--- src/design/mbe_pkg.sv ---
// Shared types, constants and helpers for the escape-time pixel core.
// No dependencies; used by mbe_mul, mandelbrot_escape_pixel_core and the verification files.
`timescale 1ns / 1ps

package mbe_pkg;

  // Signed Q6.26 value and full-precision product
  typedef logic signed [31:0] fix_t;
  typedef logic signed [63:0] prod_t;

  localparam prod_t FixMax = 64'sd2147483647;
  localparam prod_t FixMin = -64'sd2147483648;

  // |z|^2 escape threshold: 4.0 in Q6.26
  localparam logic signed [32:0] EscapeBound = 33'sd268435456;

  // Configuration register indexes
  typedef enum logic [2:0] {
    CFG_ORIGIN_REAL = 3'd0,
    CFG_ORIGIN_IMAG = 3'd1,
    CFG_STEP_REAL   = 3'd2,
    CFG_STEP_IMAG   = 3'd3,
    CFG_ITER_LIMIT  = 3'd4
  } cfg_idx_e;

  localparam logic [15:0] IterLimitReset = 16'd200;

  // Pixel colour, red in the low byte
  typedef struct packed {
    logic [7:0] blue;
    logic [7:0] green;
    logic [7:0] red;
  } rgb_t;

  // Clamp a wide signed value to the Q6.26 range
  function automatic fix_t sat32(prod_t v);
    fix_t r;
    if (v > FixMax) begin
      r = 32'sh7FFF_FFFF;
    end else if (v < FixMin) begin
      r = 32'sh8000_0000;
    end else begin
      r = v[31:0];
    end
    return r;
  endfunction

  // Sixteen-entry gradient followed by the inside colour
  function automatic rgb_t palette_color(logic [4:0] idx);
    rgb_t c;
    unique case (idx)
      5'd0:    c = '{blue: 8'd15,  green: 8'd30,  red: 8'd66};
      5'd1:    c = '{blue: 8'd26,  green: 8'd7,   red: 8'd25};
      5'd2:    c = '{blue: 8'd47,  green: 8'd1,   red: 8'd9};
      5'd3:    c = '{blue: 8'd73,  green: 8'd4,   red: 8'd4};
      5'd4:    c = '{blue: 8'd100, green: 8'd7,   red: 8'd0};
      5'd5:    c = '{blue: 8'd138, green: 8'd44,  red: 8'd12};
      5'd6:    c = '{blue: 8'd177, green: 8'd82,  red: 8'd24};
      5'd7:    c = '{blue: 8'd209, green: 8'd125, red: 8'd57};
      5'd8:    c = '{blue: 8'd229, green: 8'd181, red: 8'd134};
      5'd9:    c = '{blue: 8'd248, green: 8'd236, red: 8'd211};
      5'd10:   c = '{blue: 8'd191, green: 8'd233, red: 8'd241};
      5'd11:   c = '{blue: 8'd95,  green: 8'd201, red: 8'd248};
      5'd12:   c = '{blue: 8'd0,   green: 8'd170, red: 8'd255};
      5'd13:   c = '{blue: 8'd0,   green: 8'd128, red: 8'd204};
      5'd14:   c = '{blue: 8'd0,   green: 8'd87,  red: 8'd153};
      5'd15:   c = '{blue: 8'd3,   green: 8'd52,  red: 8'd106};
      default: c = '{blue: 8'd16,  green: 8'd16,  red: 8'd16};
    endcase
    return c;
  endfunction

endpackage

--- src/design/mandelbrot_escape_pixel_core.sv ---
// Escape-time pixel core: maps (column, row) to c and iterates z = z^2 + c.
// Depends on mbe_pkg and mbe_mul.
`timescale 1ns / 1ps

// One pixel at a time. Mapping the pixel to c steps through S_MAPR, S_MAPI, S_SNAP
// and S_INIT, and every iteration through S_TEST, S_ZI, S_ZR2 and S_ZI2, since
// zr*zi, zr^2 and zi^2 share one 32x32 multiplier. The input side is ready again
// the cycle after the result is loaded into the output register, and a finished
// result may wait at the output while the next pixel runs. The user must write
// registers with cfg_we_i only while no pixel is in flight; the core does not
// enforce this. Indexes past the list are ignored.
module mandelbrot_escape_pixel_core #(
  parameter int GRADIENT_LENGTH = 16
) (
  input  logic        clk_i,
  input  logic        rst_ni,
  // configuration write port
  input  logic        cfg_we_i,
  input  logic [2:0]  cfg_index_i,
  input  logic [31:0] cfg_data_i,
  // pixel input
  input  logic        s_axis_tvalid,
  output logic        s_axis_tready,
  input  logic [23:0] s_axis_tdata,   // [11:0] column, [23:12] row
  // pixel result
  output logic        m_axis_tvalid,
  input  logic        m_axis_tready,
  output logic [39:0] m_axis_tdata    // [7:0] red, [15:8] green, [23:16] blue,
                                      // [39:24] escape_count
);

  localparam int PhW = (GRADIENT_LENGTH > 1) ? $clog2(GRADIENT_LENGTH) : 1;

  typedef enum logic [3:0] {
    S_IDLE, S_MAPR, S_MAPI, S_SNAP, S_INIT, S_TEST, S_ZI, S_ZR2, S_ZI2, S_DONE
  } state_e;

  // Configuration registers
  mbe_pkg::fix_t origin_real_q, origin_imag_q;
  logic [30:0]   step_real_q, step_imag_q;
  logic [15:0]   limit_q;

  always_ff @(posedge clk_i or negedge rst_ni) begin
    if (!rst_ni) begin
      origin_real_q <= '0;
      origin_imag_q <= '0;
      step_real_q   <= '0;
      step_imag_q   <= '0;
      limit_q       <= mbe_pkg::IterLimitReset;
    end else if (cfg_we_i) begin
      unique case (cfg_index_i)
        mbe_pkg::CFG_ORIGIN_REAL: origin_real_q <= cfg_data_i;
        mbe_pkg::CFG_ORIGIN_IMAG: origin_imag_q <= cfg_data_i;
        mbe_pkg::CFG_STEP_REAL:   step_real_q   <= cfg_data_i[30:0];
        mbe_pkg::CFG_STEP_IMAG:   step_imag_q   <= cfg_data_i[30:0];
        mbe_pkg::CFG_ITER_LIMIT:  limit_q       <= cfg_data_i[15:0];
        default: ;
      endcase
    end
  end

  // Datapath and control state
  state_e         state_q;
  logic [11:0]    col_q, row_q;
  mbe_pkg::fix_t  cr_q, ci_q, zr_q, zi_q, zr2_q, zi2_q;
  logic [15:0]    count_q;
  logic [PhW-1:0] phase_q;
  logic           out_valid_q;
  logic [39:0]    out_data_q;

  // Shared multiplier
  mbe_pkg::fix_t  mul_a, mul_b;
  logic           mul_en;
  mbe_pkg::prod_t prod;

  mbe_mul u_mul (
    .clk_i (clk_i),
    .en_i  (mul_en),
    .a_i   (mul_a),
    .b_i   (mul_b),
    .p_o   (prod)
  );

  // Operand select per sequencer step
  always_comb begin
    mul_en = 1'b1;
    mul_a  = zr_q;
    mul_b  = zi_q;
    unique case (state_q)
      S_MAPR: begin
        mul_a = $signed({20'd0, col_q});
        mul_b = $signed({1'b0, step_real_q});
      end
      S_MAPI: begin
        mul_a = $signed({20'd0, row_q});
        mul_b = $signed({1'b0, step_imag_q});
      end
      S_TEST: begin
        mul_a = zr_q;
        mul_b = zi_q;
      end
      S_ZI: begin
        mul_a = zr_q;
        mul_b = zr_q;
      end
      S_ZR2: begin
        mul_a = zi_q;
        mul_b = zi_q;
      end
      default: mul_en = 1'b0;
    endcase
  end

  // Escape test and snap test
  logic signed [32:0] zsum;
  logic               run;
  logic signed [32:0] ci_sx;
  logic [32:0]        ci_mag;
  logic               snap;
  logic               hit;
  logic [4:0]         pal_idx;
  mbe_pkg::rgb_t      color;

  always_comb begin
    zsum    = {zr2_q[31], zr2_q} + {zi2_q[31], zi2_q};
    run     = (count_q < limit_q) && (zsum < mbe_pkg::EscapeBound);
    ci_sx   = {ci_q[31], ci_q};
    ci_mag  = ci_q[31] ? 33'(-ci_sx) : 33'(ci_sx);
    snap    = {ci_mag, 1'b0} < {3'd0, step_imag_q};
    hit     = (count_q == limit_q);
    pal_idx = hit ? 5'(GRADIENT_LENGTH) : 5'(phase_q);
    color   = mbe_pkg::palette_color(pal_idx);
  end

  // Output register takes the finished pixel once it is free or being drained
  logic out_load;
  assign out_load = (state_q == S_DONE) && (!out_valid_q || m_axis_tready);

  // Sequencer with registered datapath and output
  always_ff @(posedge clk_i or negedge rst_ni) begin
    if (!rst_ni) begin
      state_q     <= S_IDLE;
      col_q       <= '0;
      row_q       <= '0;
      cr_q        <= '0;
      ci_q        <= '0;
      zr_q        <= '0;
      zi_q        <= '0;
      zr2_q       <= '0;
      zi2_q       <= '0;
      count_q     <= '0;
      phase_q     <= '0;
      out_valid_q <= 1'b0;
      out_data_q  <= '0;
    end else begin
      if (out_load) begin
        out_valid_q <= 1'b1;
      end else if (out_valid_q && m_axis_tready) begin
        out_valid_q <= 1'b0;
      end
      unique case (state_q)
        S_IDLE: begin
          if (s_axis_tvalid) begin
            col_q   <= s_axis_tdata[11:0];
            row_q   <= s_axis_tdata[23:12];
            state_q <= S_MAPR;
          end
        end
        S_MAPR: state_q <= S_MAPI;
        S_MAPI: begin
          cr_q    <= mbe_pkg::sat32(mbe_pkg::prod_t'(origin_real_q) + prod);
          state_q <= S_SNAP;
        end
        S_SNAP: begin
          ci_q    <= mbe_pkg::sat32(mbe_pkg::prod_t'(origin_imag_q) + prod);
          state_q <= S_INIT;
        end
        S_INIT: begin
          // imaginary part within half a row of the axis goes to zero
          if (snap) begin
            ci_q <= '0;
          end
          zr_q    <= '0;
          zi_q    <= '0;
          zr2_q   <= '0;
          zi2_q   <= '0;
          count_q <= '0;
          phase_q <= '0;
          state_q <= S_TEST;
        end
        S_TEST: begin
          if (run) begin
            zr_q    <= mbe_pkg::sat32(mbe_pkg::prod_t'(zr2_q) - mbe_pkg::prod_t'(zi2_q)
                                      + mbe_pkg::prod_t'(cr_q));
            count_q <= count_q + 16'd1;
            phase_q <= (phase_q == PhW'(GRADIENT_LENGTH - 1)) ? '0 : phase_q + 1'b1;
            state_q <= S_ZI;
          end else begin
            state_q <= S_DONE;
          end
        end
        S_ZI: begin
          // 2*zr*zi + ci
          zi_q    <= mbe_pkg::sat32((prod >>> 25) + mbe_pkg::prod_t'(ci_q));
          state_q <= S_ZR2;
        end
        S_ZR2: begin
          zr2_q   <= mbe_pkg::sat32(prod >>> 26);
          state_q <= S_ZI2;
        end
        S_ZI2: begin
          zi2_q   <= mbe_pkg::sat32(prod >>> 26);
          state_q <= S_TEST;
        end
        S_DONE: begin
          // load once the output register is free or being drained
          if (out_load) begin
            out_data_q  <= {count_q, color};
            state_q     <= S_IDLE;
          end
        end
        default: state_q <= S_IDLE;
      endcase
    end
  end

  assign s_axis_tready = (state_q == S_IDLE);
  assign m_axis_tvalid = out_valid_q;
  assign m_axis_tdata  = out_data_q;

  // Checks
  a_busy_after_accept: assert property (@(posedge clk_i) disable iff (!rst_ni)
    s_axis_tvalid && s_axis_tready |=> !s_axis_tready)
    else $error("input accepted while a pixel was starting");

  a_result_from_done: assert property (@(posedge clk_i) disable iff (!rst_ni)
    $rose(m_axis_tvalid) |-> $past(state_q == S_DONE))
    else $error("result raised outside the completion step");

  a_squares_nonneg: assert property (@(posedge clk_i) disable iff (!rst_ni)
    state_q == S_TEST |-> !zr2_q[31] && !zi2_q[31])
    else $error("squared magnitude went negative");

  a_phase_range: assert property (@(posedge clk_i) disable iff (!rst_ni)
    32'(phase_q) < GRADIENT_LENGTH)
    else $error("gradient phase out of range");

endmodule

--- src/design/mbe_mul.sv ---
// Shared 32x32 signed multiplier with a registered 64-bit product.
// Depends on mbe_pkg for the operand and product types.
`timescale 1ns / 1ps

module mbe_mul (
  input  logic          clk_i,
  input  logic          en_i,
  input  mbe_pkg::fix_t a_i,
  input  mbe_pkg::fix_t b_i,
  output mbe_pkg::prod_t p_o
);

  mbe_pkg::prod_t p_q;

  // One product per cycle, held until the next enabled cycle
  always_ff @(posedge clk_i) begin
    if (en_i) begin
      p_q <= a_i * b_i;
    end
  end

  assign p_o = p_q;

endmodule

--- config.mk ---
export PLATFORM = sky130hd
export DESIGN_NAME = mandelbrot_escape_pixel_core
export DESIGN_NICKNAME = d
export VERILOG_FILES = /design/src/design/mbe_pkg.sv /design/src/design/mandelbrot_escape_pixel_core.sv /design/src/design/mbe_mul.sv
export SDC_FILE = /design/constraint.sdc
export NUM_CORES = 2
export LEC_CHECK = 0
export ABC_AREA = 0
export ABC_CLOCK_PERIOD_IN_PS = 30200
export BUFFER_PORTS_ARGS = -buffer_cell sky130_fd_sc_hd__buf_2
export CAP_MARGIN = 5
export CORE_MARGIN = 2
export CORE_UTILIZATION = 55
export CTS_CLUSTER_SIZE = 30
export DETAILED_ROUTE_END_ITERATION = 6
export GPL_TIMING_DRIVEN = 1
export HOLD_SLACK_MARGIN = 0.08
export PLACE_DENSITY_LB_ADDON = 0.2
export SLEW_MARGIN = 20
export SYNTH_ARGS = -nofsm -noshare
export SYNTH_HDL_FRONTEND = slang
export SYNTH_SLANG_ARGS = --single-unit
--- constraint.sdc ---
create_clock -name clk_i -period 30.2 [get_ports clk_i]
set_input_delay 4.53 -clock clk_i [delete_from_list [all_inputs] [get_ports clk_i]]
set_output_delay 4.53 -clock clk_i [all_outputs]
set_load 0.005 [all_outputs]
==> metrics.csv <==
metric;value;unit
Post-synth ARST share;0.8686;
total grt overflow;0;
RePlAce Congestion;1.004;
Post-CTS Setup Bufs;0;
gr usage total;0.3753;
I/O pin cnt;106;
post-DR vias/cell;6.255;
Fin. Hold Viols;0;
Syn. warnings;0;
Die X-Extent;363.7;um
cell taking the most area after synthesis;fa_1;
Worst slew margin;0.1520;
Synth top area share;0.3143;
clock skew;0.03605;ns
max reg flops;64;
syn avg cell area;9.026;um2
Cells after Synth;7883;
top_reg_cell synth;dfrtp_1;
Buf/Inv on CP;9;
synth top area cells;fa_1 31%, dfrtp_1 15%, ha_1 8.3%;
Post-synth EDFFs;64;
crit path max fanout;53;
Crit. End Element;flip-flop;
worst slew pin tran;1.272;ns
Port Buffer Count;105;
register cell area after layout;12510;um2
most used cell, CP;fa_1;
Max Clock Freq;85.57;MHz
DR top layer;met5;
CTS max path bufs;3;
NumNets Final;9438;
fillers;11221;
footprint of the multi-input gates;52710;um2
WS Path Type;flip-flop to flip-flop;
Startpoint Class;flip-flop;
Post-DP HPWL;191500;um
DRC;0;
total number of vias;59814;
status;finished clean;
Die H;363.7;um
min cycle time layout;11.69;ns
first-pass GRT wire length;372900;um
largest net degree at the start of global routing;192;
antenna-violating nets left;0;
CTS buffer count;56;
DR WL met3;26420;um
Final Util;0.5888;
Tcrit/Tclk final;0.3869;
Cell Area, Synth;71150;um2
share of cells above drive strength 1;0.07266;
CTS Sinks;487;
latest clock arrival within the worst-skew pair;0.66;ns
number of global-route vias before repair;60900;
CP arrival;12.07;ns
Post-Syn Nets;9536;
Routed WL;245200;um
post-synthesis sequential area ratio;0.1758;
Routed WL per cell;25.64;um
Area growth syn-to-layout;5.933;%
final setup fails;0;
unrepaired setup endpoints after global routing;no;
FP Rows;131;
worst min-delay path category;flip-flop to flip-flop;
DRT Pass-1 Iters;7;
TritonCTS clock tree;yes;
WL met1;92940;um
die footprint;132300;um2
H-tree levels;2;
CP Data Required Time;30.58;ns
CTS resizes;0;
clk slew on worst S/H paths;0.07;ns
effective utilization at floorplan;0.5558;
clock root buffer;clkbuf_16;
delay-heaviest family, CP;adder cells;
Final Max Tran Viols;0;
Max stage delay on crit path;0.92;ns
number of library cell types mapped by synthesis;98;
Core Area;128000;um2
Total Neg Setup Slack;0;ns
antenna violations before repair;22;
Slowest cell on crit path;o41ai_1;
Max-Cap Viols;0;
DRT iter0 DRCs;6696;
commonest cells after routing, fill and taps aside;1,213 x inv_1, 1,117 x fa_1, 914 x nand2_1;
cts hold-fix bufs;0;
commonest non-fill, non-tap cell in the layout;inv_1;
Yosys reg bits;487;
met2 wire len;108300;um
==> logic make-up (layout without fill, tap and decap cells) <==
family	after synthesis	after routing	share of synthesized area
compound gates	1461	1461	0.1378
xor+xnor	270	270	0.03324
fa+ha+maj	1589	1589	0.3973
buf+inv	1607	1555	0.08563
flops	487	487	0.1758
mux	179	179	0.02794
other cells	0	3	0
simple gates	2290	2290	0.1423
==> worst min-delay path: stages, from the launching register on <==
cell     delay (ns)
dfrtp_1        0.34
nand2_1        0.05
nand2_1        0.04
==> final timing paths <==
check / startpoint / end / slack (ns) / cells past startpoint
max in group asynchronous: rst_ni / origin_real_q[22]$_DFFE_PN0P_ / 24.11 / 3
min in group asynchronous: rst_ni / cr_q[31]$_DFFE_PN0N_ / 3.91 / 1
hold / removal: m_axis_tdata[1]$_DFFE_PN0P_ / m_axis_tdata[1]$_DFFE_PN0P_ / 0.46 / 2
setup reg to reg: state_q[1]$_DFFE_PN0P_ / u_mul.p_o[63]$_DFFE_PP_ / 18.51 / 35
setup / recovery: state_q[1]$_DFFE_PN0P_ / u_mul.p_o[63]$_DFFE_PP_ / 18.51 / 35
hold reg to reg: m_axis_tdata[1]$_DFFE_PN0P_ / m_axis_tdata[1]$_DFFE_PN0P_ / 0.46 / 2
==> cells in the mapped netlist (49+ instances only) <==
| cell type | instances |
|---|---|
| a21o_1 | 162 |
| a21oi_1 | 330 |
| a221o_1 | 96 |
| clkbuf_1 | 345 |
| dfrtp_1 | 420 |
| edfxtp_1 | 64 |
| fa_1 | 1117 |
| ha_1 | 472 |
| inv_1 | 1213 |
| mux2_2 | 157 |
| nand2_1 | 916 |
| nand2b_1 | 49 |
| nand3_1 | 132 |
| nand4_1 | 102 |
| nor2_1 | 750 |
| nor3_1 | 72 |
| o21ai_0 | 322 |
| xnor2_1 | 193 |
| xor2_1 | 77 |
==> layout make-up <==
class | count | area share
clock buffers | 86 | 0.02211
flip-flops and latches | 487 | 0.1660
inverters | 1215 | 0.06051
repair buffers | 236 | 0.02090
diodes | 3 | 0.00009960
clock inverters | 18 | 0.002274
well taps | 1729 | 0.02870
multi-input cells | 5789 | 0.6994
==> per-stage QoR <==
stage	instance area (um2)	setup WS, ns	instances	hold WS, ns
after detailed placement	73450	18.80	9454	0.4548
after global routing	75360	18.23	9560	0.5054
after CTS	75290	18.78	9558	0.4694
after global placement	73440	18.99	9454	0.4492
after floorplan	71150	20.22	7883	0.4628
final	75370	18.51	9563	0.4648
==> routing by layer <==
layer | up-vias | global-route usage
met5 | - | 0
met4 | 6 | 0.2168
met3 | 789 | 0.07526
met2 | 3204 | 0.5788
met1 | 30062 | 0.4951
li1 | 25753 | -
Power is not shown: default switching activity piles up to over one toggle a cycle in this logic, so the estimate is an artifact.
